**src/design/sdz_pkg.sv**
```systemverilog
// Shared types, constants and the per-bit search step for the stick direction block.
`default_nettype none
package sdz_pkg;

   localparam int QuotWidth = 15;
   localparam logic [14:0] FULL_SCALE = 15'd32767;
   localparam logic [14:0] DEAD_ZONE_RESET = 15'd7849;

   // One component's search state: target, running k^2*s, running k*s, result bits so far.
   typedef struct packed {
      logic [61:0]        rhs;
      logic [61:0]        p;
      logic signed [48:0] ks;
      logic [14:0]        q;
   } lane_type;

   typedef struct packed {
      lane_type    lx;
      lane_type    ly;
      logic [31:0] s;
      logic        negx;
      logic        negy;
      logic        zero;
      logic        killx;
      logic        killy;
   } item_type;

   // Try setting bit j of q: k grows by 2^(j+1), so k^2*s grows by
   // 2^(j+2)*k*s + 2^(2j+2)*s. Keep the bit if the square stays within rhs.
   function automatic lane_type lane_step(lane_type l, logic [31:0] s, int j);
      logic signed [66:0] pt;
      lane_type           r;
      pt = $signed({5'b0, l.p})
         + ($signed({{18{l.ks[48]}}, l.ks}) <<< (j + 2))
         + $signed({35'b0, s} << (2 * j + 2));
      r = l;
      if (!pt[66] && (pt[65:0] <= {4'b0, l.rhs})) begin
         r.p  = pt[61:0];
         r.ks = l.ks + $signed({17'b0, s} << (j + 1));
         r.q  = l.q | (15'd1 << j);
      end
      return r;
   endfunction

endpackage
`default_nettype wire

```
**src/design/sdz_cell.sv**
```systemverilog
// One search cell: decides one bit of both scaled direction components.
`default_nettype none
module sdz_cell #(
   parameter int BIT_POS = 0
) (
   input  wire logic             clock,
   input  wire logic             reset,
   input  wire logic             in_valid,
   output logic                  in_ready,
   input  sdz_pkg::item_type     in_item,
   output logic                  out_valid,
   input  wire logic             out_ready,
   output sdz_pkg::item_type     out_item
);
   import sdz_pkg::*;

   logic     vld_ff;
   item_type item_in, item_ff;

   assign in_ready = !vld_ff || out_ready;

   always_comb begin
      item_in    = in_item;
      item_in.lx = lane_step(in_item.lx, in_item.s, BIT_POS);
      item_in.ly = lane_step(in_item.ly, in_item.s, BIT_POS);
   end

   always_ff @(posedge clock) begin
      if (reset) begin
         vld_ff <= 1'b0;
      end else if (in_ready) begin
         vld_ff <= in_valid;
      end
   end

   always_ff @(posedge clock) begin
      if (in_valid && in_ready) item_ff <= item_in;
   end

   assign out_valid = vld_ff;
   assign out_item  = item_ff;
endmodule
`default_nettype wire

```
**config.mk**
```make
export PLATFORM = sky130hd
export DESIGN_NAME = sdz_cell
export DESIGN_NICKNAME = d
export VERILOG_FILES = /design/src/design/sdz_pkg.sv /design/src/design/sdz_cell.sv
export SDC_FILE = /design/constraint.sdc
export NUM_CORES = 1
export LEC_CHECK = 0
export BUFFER_PORTS_ARGS = -buffer_cell sky130_fd_sc_hd__buf_2
export CORE_AREA = 4 4 317 319
export CTS_CLUSTER_DIAMETER = 120
export CTS_CLUSTER_SIZE = 25
export DETAILED_ROUTE_END_ITERATION = 7
export DIE_AREA = 0 0 321 323
export GPL_TIMING_DRIVEN = 0
export PLACE_DENSITY = 0.48
export SLEW_MARGIN = 25
export SYNTH_ARGS = -nofsm -noshare
export SYNTH_HDL_FRONTEND = slang
export SYNTH_SLANG_ARGS = --single-unit
```
**constraint.sdc**
```tcl
create_clock -name clock -period 14.7 [get_ports clock]
set_input_delay 0 -clock clock [delete_from_list [all_inputs] [get_ports clock]]
set_output_delay 0 -clock clock [all_outputs]
set_load 0.05 [all_outputs]
```
# Yosys cells after proc, flatten, opt, wreduce, memory -nomap -nowiden
# Index checks and enable logic that the tools add are counted.
# totals
register_bits	414
output_inout_bits	415
# classes
muxes	2
magnitude_cmp	2
reduce_logical	7
add_sub_neg	6
# op_table
cell	count
2-to-1 mux 126 bit	2
less-or-equal comparator 66 x 62 -> 1 bit	2
adder 64 x 35 -> 65 bit	2
adder 63 x 51 -> 64 bit	2
adder 49 x 34 -> 49 bit	2
logical AND 1 bit	3
logical NOT 1 bit	3
logical OR 1 bit	1

# Logic depth before layout (Yosys ltp)
# depth
word_depth	5
mapped_depth	28
ltp_nobuf	26

# Worst setup path after synthesis
# OpenSTA, ideal clock, no wires.
# synth_path
path_type	register to register
start	reg vld_ff (netlist: out_valid)
end	reg item_ff, in the netlist out_item[0] (enable)
t_arrival_ns	10.350
setup_slack_ns	3.522
required_ns	13.872
setup_time_ns	0.828
path_stages_with_launch	3
cell_sequence	dfxtp_1 > nand2b_1 > and2_1
# synth_via
elab_chain_len	3
# synth_rtl
item	line	text
start, declared	sdz_cell.sv:17	logic vld_ff;
start signal, assigned	sdz_cell.sv:32	vld_ff <= in_valid;
logical NOT 1 bit	sdz_cell.sv:20	assign in_ready = !vld_ff || out_ready;
logical OR 1 bit	sdz_cell.sv:20	
named net in_ready	sdz_cell.sv:9	output logic in_ready,
logical AND 1 bit	sdz_cell.sv:37	if (in_valid && in_ready) item_ff <= item_in;
end signal, assigned	sdz_cell.sv:37	
end, declared	sdz_cell.sv:18	item_type item_in, item_ff;
# The timed path passes the listed nets, and every way through them passes these cells.
# A chain may end at the register's enable or synchronous reset.

==> metrics <==
cts repair resizes=0; WHS Path Cells=2; clock skew=roughly 0.020 ns; Tmin final=9.269 ns; crit path capture type=register; unrepaired setup endpoints after global routing=false; share of cells above drive strength 1=0.2699; CTS tree=done; Post-synth ARST share=0; Hold Path End=out_item[233]; worst r2r path cells=5; FP Rows=about 120; mean area per synthesized cell=between 10 and 15 um2; clock network latency to the later pin of the worst-skew pair=0.60 ns; Final Setup Violations=0; Worst Hold Class=in -> reg; Congestion Overflow GR=0; core footprint=roughly 100000 um2; arrival time worst endpoint=between 9 and 10 ns; worst hold start=in_item[233]; Die Y=323 um; r2r endpoint=out_item[376]; CP Data Required Time=roughly 15 ns; DR WL/cell=23.30 um; Initial Util=0.3139; final wirelength=roughly 130000 um; yosys warns=0; Final Cycle Share=0.6305; Syn Inst Count=around 2800; DP Cell Count=~4900; routability cong.=between 0.9 and 1; Crit Path Class=in -> reg; DR vias=~27000; commonest non-fill, non-tap cell in the layout=buf_2; synthesized area=about 31000 um2; Net Count, Synth=approximately 3600; Slowest cell on crit path=o21ai_0; DRT Pass-1 Iters=5; CP max FO=10; Top Ports=roughly 830; Final Hold Fails=0; Iter 0 DRT Violations=1309; ys flop type=edfxtp_1; Post-synth EDFFs=approximately 410; LEAKAGE=about 19 nW; Placed Instance Area=36760 um2; setup repair bufs after CTS=0; Max Root-Sink Buffers=3; register bit total from synthesis=between 400 and 500; vias per inst=~5.0; max_cap viols=0; Tot GR Track Use=0.2332; P per Cell Area=roughly 110 nW/um2; final worst slack=5.431 ns; cts-stage hold buffer count=between 400 and 500; most frequent cells in the layout=buf_2 (847), dlygate4sd3_1 (431), edfxtp_1 (413); CP startpoint kind=input port; Final Cell Area=about 42000 um2; Die Span X=~320 um; largest net degree at the start of global routing=52; reg2reg setup slack=around 12 ns; outcome=completed; Slew HR=0.3242; vias in the first global route=around 28000; reg2reg start=out_valid; clk sink count=414; fin util=0.4283; area grow syn2layout=36.46%; die area=103700 um2; Residual DRC=0; remaining antenna violation count=0; number of CTS-inserted buffers=25; Cell variety after synth=74; worst slew pin tran=just over 1 ns; slowest cell delay on critical path=between 0.5 and 0.6 ns; Clock transition at path regs=around 0.10 ns; Post-Place Setup Slack=5.553 ns; sequential-to-total area share from yosys stat=0.4044; Non-Filler Instances=approximately 5400; port bufs=831; Max VDD drop=76.86 uV; number of H-tree levels=1; global-route wire length before repair=182800 um; FMAX=0.1079 GHz; crit-path most repeated cell=nand3_1; antenna violations before repair=12; Root Buffer=clkbuf_16; nets=4935; TNS Setup=0 ns; Post-DP HPWL=around 100000 um; Slew Limit Fails=0
[cell usage after synthesis (all sizes together), types with 5 or more instances]
| master | count | area, um2 |
|---|---|---|
| xnor2 | 117 | 1025 |
| nor2b | 32 | 200.2 |
| o21a | 31 | 232.7 |
| a2111oi | 14 | 122.6 |
| a211o | 7 | 61.31 |
| a211oi | 33 | 247.7 |
| a21boi | 7 | 52.55 |
| edfxtp | 413 | 12400 |
| or3 | 6 | 37.54 |
| clkbuf | 52 | 195.2 |
| o21ai | 119 | 595.6 |
| buf | 24 | 140.1 |
| a221o | 5 | 50.05 |
| nand3 | 48 | 240.2 |
| o41ai | 7 | 68.82 |
| nor3 | 33 | 165.2 |
| a21oi | 225 | 1126 |
| nand4 | 63 | 394.1 |
| nand2 | 143 | 536.8 |
| nand2b | 18 | 112.6 |
| and2 | 13 | 81.33 |
| and3 | 31 | 193.9 |
| a2111o | 5 | 56.30 |
| nor4 | 17 | 131.4 |
| mux2 | 175 | 1971 |
| ha | 366 | 4579 |
| o21bai | 30 | 225.2 |
| xor2 | 77 | 674.4 |
| a41oi | 5 | 51.30 |
| o31ai | 14 | 105.1 |
| or2 | 8 | 50.05 |
| o211ai | 14 | 105.1 |
| fa | 68 | 1361 |
| nor2 | 133 | 499.2 |
| and4 | 13 | 113.9 |
| inv | 189 | 709.4 |
| a31oi | 32 | 200.2 |
| a311oi | 5 | 43.79 |
| a21o | 133 | 998.5 |
[cells by family after synthesis]
logic type,share of synthesized area
buffers and inverters,0.03402
AND/OR/NAND/NOR,0.09341
AO/OA/AOI/OAI,0.1549
adder cells (fa/ha/maj),0.1934
multiplexers,0.06449
XOR/XNOR,0.05532
flip-flops,0.4044
[metrics by stage]
| step | power, mW | hold WS [ns] |
|---|---|---|
| 6_report | 4.497 | 0.09753 |
| 5_1_grt | 4.769 | 0.06186 |
| 4_1_cts | 4.545 | 0.03023 |
| 3_5_place_dp | 3.596 | 0.1620 |
| 3_3_place_gp | 3.624 | 0.1563 |
| 2_1_floorplan | 2.957 | 0.06907 |
[worst max path at each step]
stage	start	cells past startpoint	end	slack [ns]
6_report	in_item[14]	28	out_item[96]	5.43
5_1_grt	in_item[14]	28	out_item[96]	5.08
4_1_cts	in_item[14]	28	out_item[96]	5.49
3_5_place_dp	in_item[13]	23	out_item[259]	5.55
3_3_place_gp	out_valid	2	out_item[42]	-1.61
2_1_floorplan	out_valid	2	out_item[0]	3.52
[worst max-delay path: cells and delay by family]
kind | cells | cell delay [ns]
compound gates | 12 | 4.08
buf+inv | 5 | 2.31
simple gates | 6 | 1.57
fa+ha+maj | 3 | 1.25
xor+xnor | 2 | 0.40
[state kept, by name, summed over array words and instances (netlist names)]
register and flops:
out_valid 1, out_item 413
[layer usage]
layer,global-route usage,wire length [um],vias to the layer above
met3,0.02972,5463,127
met4,0.05567,3130,8
li1,-,-,13100
met2,0.4489,66220,685
met1,0.2742,50740,13150
met5,0,51,-
[where the power goes]
group,total (mW),leakage [nW],internal [mW],switching (mW)
clock network,0.831,0.397,0.353,0.478
registers,1.47,4.00,1.44,0.0269
logic,2.20,14.2,0.779,1.42
[area by class of cell]
| cell class | count | area [um2] |
|---|---|---|
| inverter | 189 | 709.4 |
| antenna | 6 | 15.01 |
| tap | 1287 | 1610 |
| multi-input combinational | 2106 | 17280 |
| buffer | 76 | 335.3 |
| clock buffer | 29 | 640.6 |
| sequential | 414 | 12420 |
| fill | 9587 | 55930 |
| clock inverter | 12 | 183.9 |
| timing repair buffer | 1272 | 8713 |
Power figures use the tool's default switching activity.
