--- src/design/sdz_pkg.sv ---
// Shared types, constants and the per-bit search step for the stick direction block.
`default_nettype none
package sdz_pkg;

   localparam int QuotWidth = 15;
   localparam logic [14:0] FULL_SCALE = 15'd32767;
   localparam logic [14:0] DEAD_ZONE_RESET = 15'd7849;

   // One component's search state: target, running k^2*s, running k*s, result bits so far.
   typedef struct packed {
      logic [61:0]        rhs;
      logic [61:0]        p;
      logic signed [48:0] ks;
      logic [14:0]        q;
   } lane_type;

   typedef struct packed {
      lane_type    lx;
      lane_type    ly;
      logic [31:0] s;
      logic        negx;
      logic        negy;
      logic        zero;
      logic        killx;
      logic        killy;
   } item_type;

   // Try setting bit j of q: k grows by 2^(j+1), so k^2*s grows by
   // 2^(j+2)*k*s + 2^(2j+2)*s. Keep the bit if the square stays within rhs.
   function automatic lane_type lane_step(lane_type l, logic [31:0] s, int j);
      logic signed [66:0] pt;
      lane_type           r;
      pt = $signed({5'b0, l.p})
         + ($signed({{18{l.ks[48]}}, l.ks}) <<< (j + 2))
         + $signed({35'b0, s} << (2 * j + 2));
      r = l;
      if (!pt[66] && (pt[65:0] <= {4'b0, l.rhs})) begin
         r.p  = pt[61:0];
         r.ks = l.ks + $signed({17'b0, s} << (j + 1));
         r.q  = l.q | (15'd1 << j);
      end
      return r;
   endfunction

endpackage
`default_nettype wire

--- src/design/sdz_back.sv ---
// Output stage: apply sign, zero-magnitude and dead-zone rules, hold the result.
`default_nettype none
module sdz_back (
   input  wire logic             clock,
   input  wire logic             reset,
   input  wire logic             in_valid,
   output logic                  in_ready,
   input  sdz_pkg::item_type     in_item,
   output logic                  out_valid,
   input  wire logic             out_ready,
   output logic [15:0]           dir_x,
   output logic [15:0]           dir_y
);
   import sdz_pkg::*;

   logic        vld_ff;
   logic [15:0] dx_in, dy_in, dx_ff, dy_ff;

   assign in_ready = !vld_ff || out_ready;

   always_comb begin
      if (in_item.zero || in_item.killx) dx_in = '0;
      else if (in_item.negx) dx_in = 16'd0 - {1'b0, in_item.lx.q};
      else dx_in = {1'b0, in_item.lx.q};
      if (in_item.zero || in_item.killy) dy_in = '0;
      else if (in_item.negy) dy_in = 16'd0 - {1'b0, in_item.ly.q};
      else dy_in = {1'b0, in_item.ly.q};
   end

   always_ff @(posedge clock) begin
      if (reset) begin
         vld_ff <= 1'b0;
      end else if (in_ready) begin
         vld_ff <= in_valid;
      end
   end

   always_ff @(posedge clock) begin
      if (in_valid && in_ready) begin
         dx_ff <= dx_in;
         dy_ff <= dy_in;
      end
   end

   assign out_valid = vld_ff;
   assign dir_x     = dx_ff;
   assign dir_y     = dy_ff;
endmodule
`default_nettype wire

--- config.mk ---
export PLATFORM = sky130hd
export DESIGN_NAME = sdz_back
export DESIGN_NICKNAME = d
export VERILOG_FILES = /design/src/design/sdz_pkg.sv /design/src/design/sdz_back.sv
export SDC_FILE = /design/constraint.sdc
export NUM_CORES = 1
export LEC_CHECK = 0
export ABC_AREA = 1
export ABC_CLOCK_PERIOD_IN_PS = 3500
export BUFFER_PORTS_ARGS = -buffer_cell sky130_fd_sc_hd__buf_2
export CORE_AREA = 2 2 176 178
export CTS_BUF_LIST = sky130_fd_sc_hd__clkbuf_16
export DETAILED_ROUTE_END_ITERATION = 8
export DIE_AREA = 0 0 178 180
export SLEW_MARGIN = 20
export SYNTH_ARGS = -nofsm -noshare
export SYNTH_HDL_FRONTEND = slang
export SYNTH_SLANG_ARGS = --single-unit
--- constraint.sdc ---
create_clock -name clock -period 3.5 [get_ports clock]
set_input_delay 0.525 -clock clock [delete_from_list [all_inputs] [get_ports clock]]
set_output_delay 0.525 -clock clock [all_outputs]
set_load 0.005 [all_outputs]
**Word level (Yosys, flattened, before mapping)**

Index checks and enable logic that the tools add are counted.
Widths: inputs -> output; s select.

- Add/sub/neg operators: 2
- Multiply operators: 0
- Eq/ne operators: 0
- Shift operators: 0
- $lt $le $gt $ge: 0
- Bitwise operators: 2
- Mux-type cells: 2
- Divide/modulo/power cells: 0
- Reductions and logical operators: 7

Operators by type and width:

| cell | count |
|---|---|
| $sub 1x15->16 const A | 2 |
| $mux 15 | 2 |
| $reduce_or 2->1 | 2 |
| $logic_or 1x1->1 | 3 |
| $not 1->1 | 2 |
| $logic_and 1x1->1 | 1 |
| $logic_not 1->1 | 1 |

- Memory bits (read-only): 0
- Input port bits: 417
- Output and inout port bits: 34
- Memories: 0
- Logic and storage cells: 18
- Bits in latches: 0
- RAM bits: 0
- Register bits after elaboration: 33

**Logic depth before layout (Yosys ltp)**

- Depth after elaboration: 3
- Mapped depth: 9
- Mapped depth without buffers: 9

**Worst setup path before layout**

Ideal clock, no wire load.

- Kind: in2reg
- Start: in in_valid
- End: reg dx_ff[0], in the netlist dir_x[0] (enable)
- Setup time: 0.432 ns
- Stages: 2
- Data arrival time: 2.145 ns
- Required time: 3.068 ns
- Path slack: 0.923 ns
- Buffers on the path: 0
- Path through: inv_1 > a21oi_1

- Word-level cells in the longest chain between the ends: 1

Ends and longest elaborated chain:

| what | RTL line | RTL |
|---|---|---|
| start, declared | sdz_back.sv:6 | `input wire logic in_valid,` |
| $logic_and 1x1->1 | sdz_back.sv:39 | `if (in_valid && in_ready) begin` |
| end signal, assigned | sdz_back.sv:40 | `dx_ff <= dx_in;` |
| end, declared | sdz_back.sv:17 | `logic [15:0] dx_in, dy_in, dx_ff, dy_ff;` |

Every way passes these cells.
A chain may end at the register's enable or synchronous reset.

**Worst setup path in the final report**

- Start: in in_item[225] in the netlist's numbering
- End: reg dx_ff[10], in the netlist dir_x[10] (data pin)

- Word-level cells in the longest chain between the ends: 2

Ends and longest elaborated chain:

| what | RTL line | RTL |
|---|---|---|
| start, declared | sdz_back.sv:8 | `input sdz_pkg::item_type in_item,` |
| $sub 1x15->16 | sdz_back.sv:23 | `else if (in_item.negx) dx_in = 16'd0 - {1'b0, in_item.lx.q};` |
| $mux 15 | sdz_back.sv:23 |  |

Every way passes these cells.

==> impl_metrics.yaml <==
sta:
  setup_violations: 0
  rsz0062_at_grt: "no"
  maxSlewViolCount: 0
  whs_ns: 0.3803
  min_period_ns: 1.517
  setup_tns_ns: 0
  tightest_slew_ns: 0.7207
  slew_headroom: 0.5190
  period_share: 0.4335
  finalHoldViolCount: 0
  skew_ns: 0.003625
  fmax_mhz: 659.1
pwr:
  p_sw_uw: 294.1
  power_leakage_nw: 1.161
  internal_power_uw: 783.1
  clock_power_share: 0.411
  finalPower_mw: 1.077
  ir_drop_v: 0.0001328
  switching_share: 0.2730
  power_density_nw_per_um2: 365.3
  p_comb_frac: 0.152
  seq_power_share: 0.438
drt:
  wl_um: 7122
  vias_per_cell: 2.565
  drt-wirelength-per-cell_um: 9.989
  drtAntennaViolNets: 0
  post-route-drc-count: 0
  firstDrtPassIters: 4
  drtIter0Drc: 131
  via_count: 1829
yosys:
  synth_compound_area_frac: 0.1152
  synth_mux_area_frac: 0
  syn_area_per_cell_um2: 8.169
  ys_ff_latch: 33
  synthAdderAreaFrac: 0.01266
  synth_xor_area_frac: 0
  synth_area_um2: 1977
  yosys_warnings: 0
  synth_top_cell_area_share: 0.4861
  synth_top_family_by_area: "simple AND/OR/NAND/NOR gates"
  ys_seq_area_frac: 0.4962
  synth_cells: 242
  ys_types: 25
  synth_area_leaders: "edfxtp_1, nor2_1, nand2_1, a21oi_1, inv_1"
  yosys.area.top_type: "edfxtp_1"
  syn-num-nets: 661
  synth-simple-area-share: 0.3019
worst_hold_path:
  hp-start: "reset"
  hold_class: "input pin to flop"
placement:
  place_congestion: 0.7285
  dp_hpwl_um: 5806
  io_buffer_count: 72
die:
  die_h_um: 180
  die_width_um: 178
  die-area_um2: 32040
  rows: 64
  pin_count: 451
  core_area_um2: 30190
  floorplan.initialDensity: 0.06548
worst_setup_path:
  worstSetupEndpoint: "dir_x[10]"
  cp.arrival_ns: 1.55
  crit_path_start: "in_item[225]"
  crit_path_end_kind: "flop"
  rr_endpoint: "dir_x[15]"
  worstSetupStartpointType: "input pin"
  path_max_fanout: 4
  reg2reg_from: "out_valid"
  crit_type: "input pin to flop"
  reg2regPathDepth: 2
  r2r_slack_ns: 2.21
  required_ns: 3.54
layout:
  diodes: 0
  drive_above_1_share: 0.3344
  syn_to_final_growth_pct: 49.18
  layout_common_cells: "buf_2, nor2_1, nand2_1"
  layout_commonest_cell: "buf_2"
  fin_nets: 735
run:
  maxCapViolations: 0
clock_network:
  cts_buffers: 5
  cts_buffer_depth: 2
  cts_resized: 0
  postCtsHoldBufs: 0
  clkLatencyLatePin_ns: 0.29
  path_clk_slew_ns: 0.06
  cts-root-buf: "clkbuf_16"
  postCtsSetupBuffers: 0
  cts.sinks: 33
  ctsHtreeMaxLevel: 2
  cts_tree: "built"
global_route:
  grt_overflow: 0
  grt_use_total: 0.04650
  antenna_found_initial: 1
  grt_pass1_wl_um: 10270
  grt_start_max_net_pins: 33
  grt_pass1_vias: 1719
outcome:
  outcome: "completed"
[how the worst min path moves through the flow]
stage	end	slack (ns)	depth (start not counted)
2_1_floorplan	out_valid	0.51	2
3_3_place_gp	out_valid	0.51	2
3_5_place_dp	out_valid	0.53	2
4_1_cts	out_valid	0.36	2
5_1_grt	out_valid	0.37	2
6_report	out_valid	0.38	2
[power groups by stage]
stage | Combinational (mW) | Clock (mW) | Sequential (mW)
2_1_floorplan | 0.0757 | 0 | 0.484
3_3_place_gp | 0.170 | 0 | 0.479
3_5_place_dp | 0.172 | 0 | 0.481
4_1_cts | 0.172 | 0.480 | 0.473
5_1_grt | 0.190 | 0.489 | 0.474
6_report | 0.163 | 0.442 | 0.471
[final cells by class]
type / count / area, um2
timing repair buffer: 73 / 367.9
clock inverter: 3 / 13.76
clock buffer: 5 / 125.1
inverter: 28 / 105.1
sequential: 33 / 980.9
tap: 396 / 495.5
multi-input combinational: 175 / 860.8
fill: 3496 / 27240
[stage by stage]
stage	util	instance area [um2]	instances	setup slack (ns)
floorplan	-	1977	242	0.9228
global placement	0.09309	2810	705	1.610
detailed placement	0.09309	2810	705	1.572
CTS	0.09769	2949	713	1.892
global route	0.09769	2949	713	1.723
finish	0.09769	2949	713	1.983
[logic make-up after synthesis]
| kind of cell | count (synthesis) |
|---|---|
| buf+inv | 34 |
| simple gates | 129 |
| compound gates | 44 |
| flops | 33 |
| fa+ha+maj | 2 |
[cells in the mapped netlist]
master,number
a21oi_1,27
and2_1,1
and2_4,1
buf_2,3
buf_4,2
buf_6,1
dfxtp_1,1
edfxtp_1,32
ha_1,2
inv_1,25
inv_2,3
nand2_1,42
nand2_2,5
nand3_1,15
nand3_2,4
nor2_1,44
nor2_2,8
nor2_4,2
nor3_1,4
nor3b_1,1
o21ai_0,13
o21ai_1,2
o21ai_2,2
or2_0,1
or2_1,1
[flip-flops by register name, indices dropped and copies added, names as in the netlist]
| name | count |
|---|---|
| dir_x | 16 |
| dir_y | 16 |
| out_valid | 1 |
[critical path, stage by stage]
cell and delay (ns):
buf_2 0.11, inv_1 0.07, ha_1 0.28, nand2_2 0.13, nor2_4 0.14, nand2_1 0.09, a21oi_1 0.13, nor2_1 0.08
[per-layer routing]
metal	GRT usage	up-vias	part of all wire
li1	-	952	-
met1	0.05341	817	0.44
met2	0.07380	48	0.47
met3	0.01692	10	0.057
met4	0.02689	2	0.030
met5	0	-	0.0014
No activity file was read; power rests on OpenSTA's default activity.
